File: src/rtl/tagged_rational_alu_defines.svh
// Assertion macros for the rational ALU
`ifndef TAGGED_RATIONAL_ALU_DEFINES_SVH
`define TAGGED_RATIONAL_ALU_DEFINES_SVH
// implication checked on every rising clock edge outside reset
`define TRA_ASSERT_IMP(label, ante, cons) \
  label: assert property (@(posedge clk_i) disable iff (!rst_ni) (ante) |-> (cons)) \
    else $error("tra: %s failed", "label");
// next-cycle implication
`define TRA_ASSERT_NEXT(label, ante, cons) \
  label: assert property (@(posedge clk_i) disable iff (!rst_ni) (ante) |=> (cons)) \
    else $error("tra: %s failed", "label");
`endif

File: src/rtl/tra_pkg.sv
// ----------------------------------------------------------------------------
// tra_pkg
// Shared constants for the rational ALU.
// ----------------------------------------------------------------------------
`timescale 1ns / 1ps
`default_nettype none
package tra_pkg;
  localparam int unsigned WordBitsDef = 32;
  localparam logic [2:0] ActAdd = 3'd0;
  localparam logic [2:0] ActSub = 3'd1;
  localparam logic [2:0] ActMul = 3'd2;
  localparam logic [2:0] ActDiv = 3'd3;
  localparam logic [2:0] ActGt  = 3'd4;
  localparam logic [2:0] ActLt  = 3'd5;
  localparam logic [2:0] ActEq  = 3'd6;
  localparam logic [2:0] ActUnused = 3'd7;
  localparam logic [1:0] KindInt  = 2'd0;
  localparam logic [1:0] KindFrac = 2'd1;
  localparam logic [1:0] ErrNone = 2'd0;
  localparam logic [1:0] ErrDivZero = 2'd1;
  localparam logic [1:0] ErrReal = 2'd2;
endpackage
`default_nettype wire

File: src/rtl/tra_divider.sv
// ----------------------------------------------------------------------------
// tra_divider
// Restoring truncating signed divider, one quotient bit per cycle.
// ----------------------------------------------------------------------------
`timescale 1ns / 1ps
`default_nettype none
module tra_divider import tra_pkg::*; #(
  parameter int unsigned WordBits = WordBitsDef
) (
  input  wire logic                clk_i,
  input  wire logic                rst_ni,
  input  wire logic                start_i,
  input  wire logic [WordBits-1:0] a_i,
  input  wire logic [WordBits-1:0] b_i,
  output logic                     done_o,
  output logic [WordBits-1:0]      q_o,
  output logic [WordBits-1:0]      r_o
);
  localparam int unsigned CntBits = $clog2(WordBits + 1);
  logic [WordBits-1:0] rem_q, rem_d, quo_q, quo_d, dvs_q, dvs_d;
  logic [CntBits-1:0]  cnt_q, cnt_d;
  logic                busy_q, busy_d, qneg_q, qneg_d, rneg_q, rneg_d;
  logic [WordBits:0]   trial;
  logic [WordBits-1:0] ma, mb;

  assign ma = a_i[WordBits-1] ? (~a_i + 1'b1) : a_i;
  assign mb = b_i[WordBits-1] ? (~b_i + 1'b1) : b_i;
  assign trial = {rem_q, quo_q[WordBits-1]} - {1'b0, dvs_q};

  always_comb begin
    rem_d = rem_q; quo_d = quo_q; dvs_d = dvs_q; cnt_d = cnt_q;
    busy_d = busy_q; qneg_d = qneg_q; rneg_d = rneg_q;
    // done does not look at start, so a new division may be launched on it
    done_o = busy_q && (cnt_q == '0);
    if (start_i) begin
      rem_d = '0; quo_d = ma; dvs_d = mb; busy_d = 1'b1;
      cnt_d = CntBits'(WordBits);
      qneg_d = a_i[WordBits-1] ^ b_i[WordBits-1];
      rneg_d = a_i[WordBits-1];
    end else if (busy_q) begin
      if (cnt_q == '0) begin
        busy_d = 1'b0;
      end else begin
        cnt_d = cnt_q - 1'b1;
        if (!trial[WordBits]) begin
          rem_d = trial[WordBits-1:0];
          quo_d = {quo_q[WordBits-2:0], 1'b1};
        end else begin
          rem_d = {rem_q[WordBits-2:0], quo_q[WordBits-1]};
          quo_d = {quo_q[WordBits-2:0], 1'b0};
        end
      end
    end
  end
  assign q_o = qneg_q ? (~quo_q + 1'b1) : quo_q;
  assign r_o = rneg_q ? (~rem_q + 1'b1) : rem_q;

  always_ff @(posedge clk_i or negedge rst_ni) begin
    if (!rst_ni) begin
      busy_q <= 1'b0; cnt_q <= '0;
    end else begin
      busy_q <= busy_d; cnt_q <= cnt_d;
    end
  end
  always_ff @(posedge clk_i) begin
    rem_q <= rem_d; quo_q <= quo_d; dvs_q <= dvs_d;
    qneg_q <= qneg_d; rneg_q <= rneg_d;
  end
endmodule
`default_nettype wire

File: src/rtl/tagged_rational_alu.sv
// Rational ALU: one beat in, one beat out. The single bit-serial divider is
// shared by integer division, the Euclid loop and the two reducing divisions,
// and sets how long a fraction takes. A finished result waits in an output
// register, so the next beat is taken while it is held; a second result
// then waits until the first is taken.
// ----------------------------------------------------------------------------
// tagged_rational_alu
// Sequencer around one multiplier and one shared divider.
// ----------------------------------------------------------------------------
`timescale 1ns / 1ps
`default_nettype none
`include "tagged_rational_alu_defines.svh"
module tagged_rational_alu import tra_pkg::*; #(
  parameter int unsigned WordBits = WordBitsDef
) (
  input  wire logic         clk_i,
  input  wire logic         rst_ni,
  input  wire logic         s_axis_tvalid,
  output logic              s_axis_tready,
  // action[2:0] num_a[34:3] den_a[66:35] num_b[98:67] den_b[130:99],
  // zero fill to 136
  input  wire logic [135:0] s_axis_tdata,
  // kind_a[1:0] kind_b[3:2]
  input  wire logic [3:0]   s_axis_tuser,
  output logic              m_axis_tvalid,
  input  wire logic         m_axis_tready,
  // result_num[31:0] result_den[63:32] compare_true[64] error[66:65],
  // zero fill to 72
  output logic [71:0]       m_axis_tdata,
  // result_kind[0]
  output logic              m_axis_tuser
);
  localparam int unsigned W = WordBits;
  typedef enum logic [11:0] {
    StIdle = 12'b000000000001, StMul1 = 12'b000000000010, StMul2 = 12'b000000000100,
    StMul3 = 12'b000000001000, StEval = 12'b000000010000, StIdiv = 12'b000000100000,
    StGcd  = 12'b000001000000, StRedN = 12'b000010000000, StRedD = 12'b000100000000,
    StFix  = 12'b001000000000, StOut  = 12'b010000000000, StWait = 12'b100000000000
  } state_e;
  state_e st_q, st_d, ret_q, ret_d;

  logic [2:0] act_q, act_d;
  logic frac_q, frac_d;
  logic [W-1:0] na_q, da_q, nb_q, db_q, na_d, da_d, nb_d, db_d;
  logic [W-1:0] p1_q, p1_d, p2_q, p2_d, fn_q, fn_d, fd_q, fd_d;
  logic [W-1:0] ga_q, ga_d, gb_q, gb_d;
  logic [W-1:0] rn_q, rn_d, rd_q, rd_d;
  logic rk_q, rk_d, cmp_q, cmp_d;
  logic [1:0] err_q, err_d;
  logic ovalid_q, ovalid_d, okind_q, okind_d;
  logic [71:0] obeat_q, obeat_d;
  logic [W-1:0] mul_a, mul_b, mul_p;
  logic div_start;
  logic [W-1:0] div_a, div_b, div_q, div_r;
  logic div_done;

  function automatic logic [W-1:0] sx(input logic [31:0] v);
    logic [63:0] e;
    e = {{32{v[31]}}, v};
    return e[W-1:0];
  endfunction

  function automatic logic [31:0] lo32(input logic [W-1:0] v);
    logic [W+31:0] e;
    e = {{32{v[W-1]}}, v};
    return e[31:0];
  endfunction

  assign mul_p = W'(mul_a * mul_b);

  tra_divider #(.WordBits(W)) u_div (
    .clk_i, .rst_ni, .start_i(div_start), .a_i(div_a), .b_i(div_b),
    .done_o(div_done), .q_o(div_q), .r_o(div_r)
  );

  assign s_axis_tready = (st_q == StIdle);
  assign m_axis_tvalid = ovalid_q;
  assign m_axis_tdata  = obeat_q;
  assign m_axis_tuser  = okind_q;

  always_comb begin
    logic [1:0] ka, kb;
    logic [W-1:0] lhs, rhs;
    st_d = st_q; ret_d = ret_q; act_d = act_q; frac_d = frac_q;
    na_d = na_q; da_d = da_q; nb_d = nb_q; db_d = db_q;
    p1_d = p1_q; p2_d = p2_q; fn_d = fn_q; fd_d = fd_q;
    ga_d = ga_q; gb_d = gb_q; rn_d = rn_q; rd_d = rd_q;
    rk_d = rk_q; cmp_d = cmp_q; err_d = err_q;
    ovalid_d = ovalid_q; okind_d = okind_q; obeat_d = obeat_q;
    mul_a = na_q; mul_b = db_q;
    div_start = 1'b0; div_a = ga_q; div_b = gb_q;
    ka = s_axis_tuser[1:0]; kb = s_axis_tuser[3:2];
    lhs = frac_q ? p1_q : na_q;
    rhs = frac_q ? p2_q : nb_q;
    if (ovalid_q && m_axis_tready) ovalid_d = 1'b0;
    unique case (st_q)
      StIdle: if (s_axis_tvalid) begin
        act_d = s_axis_tdata[2:0];
        na_d = sx(s_axis_tdata[34:3]); nb_d = sx(s_axis_tdata[98:67]);
        da_d = (ka == KindInt) ? W'(1) : sx(s_axis_tdata[66:35]);
        db_d = (kb == KindInt) ? W'(1) : sx(s_axis_tdata[130:99]);
        frac_d = (ka == KindFrac) || (kb == KindFrac);
        rk_d = 1'b0; rn_d = '0; rd_d = W'(1); cmp_d = 1'b0; err_d = ErrNone;
        if (ka[1] || kb[1]) begin
          err_d = ErrReal; st_d = StOut;
        end else if (s_axis_tdata[2:0] == ActUnused) st_d = StOut;
        else st_d = StMul1;
      end
      StMul1: begin
        mul_a = na_q; mul_b = (act_q == ActMul) ? nb_q : db_q; p1_d = mul_p;
        st_d = StMul2;
      end
      StMul2: begin
        mul_a = (act_q == ActMul || act_q == ActDiv) ? da_q : nb_q;
        mul_b = (act_q == ActMul) ? db_q : (act_q == ActDiv) ? nb_q : da_q;
        p2_d = mul_p;
        st_d = StMul3;
      end
      StMul3: begin
        mul_a = da_q; mul_b = (act_q == ActDiv) ? nb_q : db_q; fd_d = mul_p;
        st_d = StEval;
      end
      StEval: begin
        priority if (act_q >= ActGt) begin
          if (act_q == ActGt) cmp_d = $signed(rhs) < $signed(lhs);
          else if (act_q == ActLt) cmp_d = $signed(lhs) < $signed(rhs);
          else cmp_d = (lhs == rhs);
          st_d = StOut;
        end else if (!frac_q && act_q != ActDiv) begin
          if (act_q == ActAdd) rn_d = na_q + nb_q;
          else if (act_q == ActSub) rn_d = na_q - nb_q;
          else rn_d = p1_q;
          st_d = StOut;
        end else if (!frac_q) begin
          if (nb_q == '0) begin
            err_d = ErrDivZero; st_d = StOut;
          end else begin
            fn_d = na_q; fd_d = nb_q; div_a = na_q; div_b = nb_q;
            div_start = 1'b1; st_d = StWait; ret_d = StIdiv;
          end
        end else begin
          if (act_q == ActAdd) fn_d = p1_q + p2_q;
          else if (act_q == ActSub) fn_d = p1_q - p2_q;
          else fn_d = p1_q;
          if (fd_q == '0) begin
            err_d = ErrDivZero; st_d = StOut;
          end else begin
            ga_d = fn_d; gb_d = fd_q; st_d = StGcd;
          end
        end
      end
      StIdiv: begin
        if (div_r == '0) begin
          rn_d = div_q; st_d = StOut;
        end else begin
          ga_d = fn_q; gb_d = fd_q; st_d = StGcd;
        end
      end
      StGcd: begin
        if (gb_q == '0) begin
          div_a = fn_q; div_b = ga_q; div_start = 1'b1;
          st_d = StWait; ret_d = StRedN;
        end else begin
          div_a = ga_q; div_b = gb_q; div_start = 1'b1;
          st_d = StWait; ret_d = StGcd;
        end
      end
      StWait: if (div_done) begin
        st_d = ret_q;
        if (ret_q == StGcd) begin
          ga_d = gb_q; gb_d = div_r;
        end else if (ret_q == StRedN) begin
          rn_d = div_q; div_a = fd_q; div_b = ga_q; div_start = 1'b1;
          st_d = StWait; ret_d = StRedD;
        end else if (ret_q == StRedD) begin
          rd_d = div_q; st_d = StFix;
        end
      end
      StRedN: st_d = StFix;
      StRedD: st_d = StFix;
      StFix: begin
        if (rd_q[W-1]) begin
          rn_d = ~rn_q + 1'b1; rd_d = ~rd_q + 1'b1;
        end
        rk_d = 1'b1; st_d = StOut;
      end
      // hand the result to the output register once it is free
      StOut: if (!ovalid_q || m_axis_tready) begin
        ovalid_d = 1'b1; okind_d = rk_q;
        obeat_d = {5'd0, err_q, cmp_q, lo32(rd_q), lo32(rn_q)};
        st_d = StIdle;
      end
      default: st_d = StIdle;
    endcase
  end

  always_ff @(posedge clk_i or negedge rst_ni) begin
    if (!rst_ni) begin
      st_q <= StIdle; ret_q <= StIdle; ovalid_q <= 1'b0;
    end else begin
      st_q <= st_d; ret_q <= ret_d; ovalid_q <= ovalid_d;
    end
  end
  always_ff @(posedge clk_i) begin
    act_q <= act_d; frac_q <= frac_d; na_q <= na_d; da_q <= da_d;
    nb_q <= nb_d; db_q <= db_d; p1_q <= p1_d; p2_q <= p2_d;
    fn_q <= fn_d; fd_q <= fd_d; ga_q <= ga_d; gb_q <= gb_d;
    rn_q <= rn_d; rd_q <= rd_d; rk_q <= rk_d; cmp_q <= cmp_d; err_q <= err_d;
    okind_q <= okind_d; obeat_q <= obeat_d;
  end

  `TRA_ASSERT_NEXT(a_out_hold, m_axis_tvalid && !m_axis_tready, m_axis_tvalid && $stable(m_axis_tdata))
  `TRA_ASSERT_IMP(a_err_fixed, m_axis_tvalid && m_axis_tdata[66:65] != ErrNone, m_axis_tdata[31:0] == '0 && !m_axis_tuser)
  `TRA_ASSERT_IMP(a_frac_den, m_axis_tvalid && m_axis_tuser, !m_axis_tdata[64] && m_axis_tdata[66:65] == ErrNone)
endmodule
`default_nettype wire
File: config.mk
export PLATFORM = sky130hd
export DESIGN_NAME = tagged_rational_alu
export DESIGN_NICKNAME = d
export VERILOG_FILES = /design/src/rtl/tra_pkg.sv /design/src/rtl/tra_divider.sv /design/src/rtl/tagged_rational_alu.sv
export VERILOG_INCLUDE_DIRS = /design/src /design/src/rtl
export SDC_FILE = /design/constraint.sdc
export NUM_CORES = 2
export LEC_CHECK = 0
export ABC_CLOCK_PERIOD_IN_PS = 11200
export BUFFER_PORTS_ARGS = -buffer_cell sky130_fd_sc_hd__clkbuf_2
export CORE_ASPECT_RATIO = 1.1
export CORE_UTILIZATION = 27
export CTS_BUF_LIST = sky130_fd_sc_hd__clkbuf_16
export CTS_CLUSTER_SIZE = 8
export DETAILED_ROUTE_END_ITERATION = 6
export PLACE_DENSITY = 0.51
export SYNTH_ARGS = -nofsm -noshare
export SYNTH_HDL_FRONTEND = slang
export SYNTH_SLANG_ARGS = --single-unit
File: constraint.sdc
create_clock -name clk_i -period 11.2 [get_ports clk_i]
set_input_delay 1.12 -clock clk_i [delete_from_list [all_inputs] [get_ports clk_i]]
set_output_delay 1.12 -clock clk_i [all_outputs]
set_load 0.005 [all_outputs]
* Word-level counts from Yosys, hierarchy flattened *
Cells that the tools add are included.

word-level totals
  register bits = 590
  input bits = 144
  output and inout port bits = 75

cells by class
  $add $sub $neg = 12
  multipliers = 1
  $lt $le $gt $ge = 3
  eq/ne operators = 48
  mux-type cells = 134
  bitwise gates (word level) = 10
  reduce and logical (&&, ||, !) cells = 41

operators by type and width
  kind                     count
  $mux W32                 68
  $pmux W32 S3             6
  $mux W12                 17
  $add A32 B1 Y32 const B  6
  $not A32 Y32             6
  $pmux W32 S5             1
  $pmux W12 S11            1
  $logic_not A32 Y1        4
  $pmux W32 S2             2
  $add A32 B32 Y32         2
  $lt A32 B32 Y1           2
  $sub A32 B32 Y32         2
  $mux W11                 4
  $ne A2 B2 Y1 const B     21
  $pmux W12 S3             1
  $sub A33 B32 Y33         1
  $eq A32 B32 Y1           1
  $mul A32 B32 Y32         1
  $mux W31                 1
  $eq A12 B7 Y1 const B    2
  $eq A12 B8 Y1 const B    2
  $eq A12 B9 Y1 const B    2
  $mux W1                  18
  $mux W6                  3
  42 further kinds         75

* Depth between registers and ports, before layout *
  depth in word-level cells = 10
  depth in mapped cells = 40
  depth with buffers taken out = 34

* Hierarchy *
A second synthesis with hierarchy kept.

unflattened totals
  cells, all modules = 5830
  area, all modules = 53899.2 um2

by module, submodules not included
  module               instances  cells an instance  area an instance (um2)  sequential area each (um2)
  tagged_rational_alu  1          4841               45527.4                 14266.2
  tra_divider          1          989                8371.8                  2797.7

* Worst setup path after synthesis *
Ideal clock, no wire load.

  kind = register to register
  start point = register st_q[7]
  end point = register fd_q[31], data pin
  setup time = 0.260 ns
  data arrival time = 10.358 ns
  data required time = 10.940 ns
  setup slack = 0.582 ns
  cell stages (with the launch flop) = 37
  period minus slack after synthesis = 10.618 ns
  cell sequence = dfrtp_1 or4_1 clkbuf_1 nor4_4 mux2i_1 nor2_1 buf_2 buf_1 buf_1 a221oi_1 clkbuf_1 nor2_1 fa_1 inv_1 fa_1 fa_1 fa_1 inv_1 fa_1 inv_1 fa_1 inv_1 fa_1 fa_1 ha_1 a21o_1 a21oi_1 nor2_1 a211oi_1 a21oi_1 a21oi_1 o21ai_0 a211oi_1 o21bai_1 a21oi_1 xnor2_1 mux2_2

between the ends
  cells in the longest elaborated chain, start to end = 4
  elaborated cells on any way between the ends = 8

ends and longest elaborated chain
  element                                              RTL line                    text
  start, declared                                      tagged_rational_alu.sv:40   state_e st_q, st_d, ret_q, ret_d;
  start signal, assigned                               tagged_rational_alu.sv:201  st_q <= st_d; ret_q <= ret_d; ovalid_q <= ovalid_d;
  $eq A12 B4 Y1 (tied with other cells)                tagged_rational_alu.sv:96   unique case (st_q)
  $pmux W32 S3 / $pmux W32 S2 (equally long branches)  tagged_rational_alu.sv:96
  $mul A32 B32 Y32 (*)                                 tagged_rational_alu.sv:69   assign mul_p = W'(mul_a * mul_b);
  via mul_p[31]                                        tagged_rational_alu.sv:52   logic [W-1:0] mul_a, mul_b, mul_p;
  $pmux W32 S2 (*)                                     tagged_rational_alu.sv:96
  via fd_d[31]                                         tagged_rational_alu.sv:45   logic [W-1:0] p1_q, p1_d, p2_q, p2_d, fn_q, fn_d, fd_q, fd_d;
  end signal, assigned                                 tagged_rational_alu.sv:207  fn_q <= fn_d; fd_q <= fd_d; ga_q <= ga_d; gb_q <= gb_d;
  end, declared                                        tagged_rational_alu.sv:45

Mark *: on every way through the listed nets, which the timed path passes. The rest lies on a longest branch.
A chain may end at the register's enable or synchronous reset.

* Worst setup path in the final report *
  start point = register st_q[7]
  end point = register fd_q[30], data pin

The elaborated chain is that of the path after synthesis.

==> key figures <==
Worst setup path
  • Critical Path RT: 11640 ps
  • Worst-path fanout max: 11
  • Delay-heaviest family, CP: adder cells
  • Slowest Stage Delay on Critical Path: 720 ps
  • Slowest cell on the critical path: or4_1
  • CP bufs+invs: 8
  • Most used cell along the critical path: fa_1
  • Endpoint class of the critical path: register
  • Critical path arrival: 11090 ps
  • Startpoint Class: register
  • WS Path Type: register to register

Global route
  • Vias in the first global route: 45920
  • Global-route wire length before repair: 325000 microns
  • Largest net degree at the start of global routing: 109
  • Aggregate global routing overflow: 0
  • Initial antenna violation count: 3
  • Total track usage: 22.0%

Yosys
  • Mux cell area share after synthesis: 2.09%
  • Primary FF master, synth: edfxtp_1
  • Adder-Cell Fraction of Synth Area: 22.5%
  • Compound-Gate Fraction of Synth Area: 16.0%
  • Ys Warns: 0
  • Fraction of registers with async set/reset: 4.29%
  • Post-synth EDFFs: 526
  • Cells after Synth: 5920
  • Post-Syn Area: 0.0544 sq mm
  • Largest family of logic cells by synthesized area: adder cells
  • Sequential element share of the synthesized area: 31.4%
  • Average size of a mapped cell: 9.19 sq um
  • Netlist cell types: 93
  • Post-synthesis xor/xnor area fraction: 5.61%
  • Post-synthesis simple-gate area fraction: 15.5%
  • Yosys reg bits: 583

Route
  • DR vias: 46367
  • DRC Markers: 21
  • WL final: 228000 microns
  • First-pass detailed-route iteration total: 7
  • Antenna Nets Post-Route: 0
  • 1st-iter DRT viols: 4904
  • Routed WL per cell: 26.1 microns
  • Routed vias/inst: 5.32

Die
  • Cell Rows: 172
  • Num ports: 219
  • Die area: 0.203 sq mm
  • Die width: 430 microns
  • Starting Density: 27.2%
  • Placeable Area: 0.200 sq mm
  • Die height: 473 microns

STA
  • Post-layout min period: 10650 ps
  • Max_slew headroom: 15.2%
  • Finish-stage setup viols: 0
  • Pins Over Slew Limit: 0
  • RSZ-0062 raised after global routing: false
  • Fmax: 93.9 MHz
  • Actual slew at the worst max-slew pin: 1270 ps
  • Period utilisation layout: 95.1%
  • Setup TNS: 0 ps
  • Final hold vios: 0
  • Setup Skew: 92.4 ps
  • Final worst slack: 549 ps

Clock network
  • TritonCTS clock tree: done
  • CTS resizes: 0
  • Clock sink count: 583
  • Post-CTS Setup Bufs: 0
  • Post-CTS Hold Buffers: 0
  • CTS buffer count: 88
  • H-tree Lvls: 3
  • Clock Latency Late Sink: 760 ps
  • CTS root buffer: clkbuf_16
  • CTS Buffer Depth: 3
  • CTS clk-pin slew, worst paths: 50 ps

Layout
  • Most frequent cells in the layout: inv_1, nand2_1, nor2_1, edfxtp_1, fa_1
  • Storage element area: 0.0171 sq mm
  • Share of cells above drive strength 1: 9.62%
  • Final net count: 6936
  • Area taken by multi-input logic gates: 0.0338 sq mm
  • Fill count: 21019
  • Area Overhead vs Synth: 13.2%
  • Commonest non-fill, non-tap cell in the layout: inv_1
  • Fin util: 30.8%

Placed design
  • Hpwl dp: 182000 microns
  • IO buf count: 208
  • Final RePlAce weighted congestion: 0.959
  • Place WS: 715 ps

Outcome
  • Failing checks: design-rule violations
  • Status: complete, but fails checks

Run
  • Max-cap violations: 0

Worst hold path
  • Worst hold-check path type: register to register
-- layer usage --
metal / wire [microns] / GRT usage (%)
met1: 93000 / 27.9
met4: 14600 / 12.3
met5: 0 / 0
met2: 105000 / 35.9
met3: 14900 / 2.93
-- flip-flops by register name (all words and copies together) (netlist names), 2 cells and up --
| name | flops |
|---|---|
| fn_q | 32 |
| da_q | 32 |
| nb_q | 32 |
| u_div.rem_q | 32 |
| rn_q | 32 |
| p2_q | 32 |
| st_q | 12 |
| err_q | 2 |
| ret_q | 5 |
| u_div.dvs_q | 32 |
| m_axis_tdata | 67 |
| act_q | 3 |
| na_q | 32 |
| gb_q | 32 |
| ga_q | 32 |
| db_q | 32 |
| rd_q | 32 |
| u_div.cnt_q | 6 |
| p1_q | 32 |
| fd_q | 32 |
| u_div.quo_q | 32 |
-- layout make-up --
class	count	share of cell area, %
Timing Repair Buffer	378	3.80
Tap cell	2610	5.30
Inverter	658	4.02
Clock inverter	45	0.658
Sequential cell	583	27.7
Multi-Input combinational cell	4352	54.9
Clock buffer	88	3.58
Antenna cell	1	0.00406
-- final timing paths --
check                      slack, ps      endpoint  cells after the start     from
max in group asynchronous      10300       st_q[1]                      1   rst_ni
hold / removal                   430  m_axis_tuser                      0     rk_q
setup reg to reg                 550      fd_q[30]                     35  st_q[7]
hold reg to reg                  430  m_axis_tuser                      0     rk_q
setup / recovery                 550      fd_q[30]                     35  st_q[7]
min in group asynchronous        440       st_q[9]                      1   rst_ni
-- synthesized netlist by cell type (all sizes together) (42+ instances only) --
master	instances	area [sq um]
o22ai	51	319
nor2	601	2260
inv	656	2460
nand2b	68	425
xnor2	201	1760
nor2b	124	776
a221oi	44	385
a21o	64	480
nand3	55	275
a21oi	267	1340
mux2i	92	921
fa	413	8270
o21a	44	330
o31ai	42	315
buf	51	228
nand2	597	2240
nor4	55	365
a22oi	63	473
a211oi	73	548
clkbuf	280	1050
o21ai	358	1790
xor2	145	1270
edfxtp	526	15800
ha	318	3980
a31oi	42	263
nor3	99	507
-- metrics by stage --
| stage | area [sq um] | hold WS (ps) | std cells |
|---|---|---|---|
| after floorplan | 54400 | 400 | 5924 |
| after global placement | 59000 | 414 | 8581 |
| after detailed placement | 59000 | 414 | 8581 |
| after CTS | 61600 | 414 | 8714 |
| after global routing | 61600 | 454 | 8714 |
| final | 61600 | 427 | 8715 |
-- cell families (layout without fill, tap and decap cells) --
kind of cell    count (synthesis)  in the layout
flops                         583            583
fa+ha+maj                     731            731
mux                           111            111
compound gates               1327           1327
buf+inv                       989           1169
simple gates                 1831           1831
xor+xnor                      347            347
other cells                     1              6
Power is left out: the tool's default activity adds up to more than one toggle a clock period on the data nets, which glitch-free logic cannot reach.
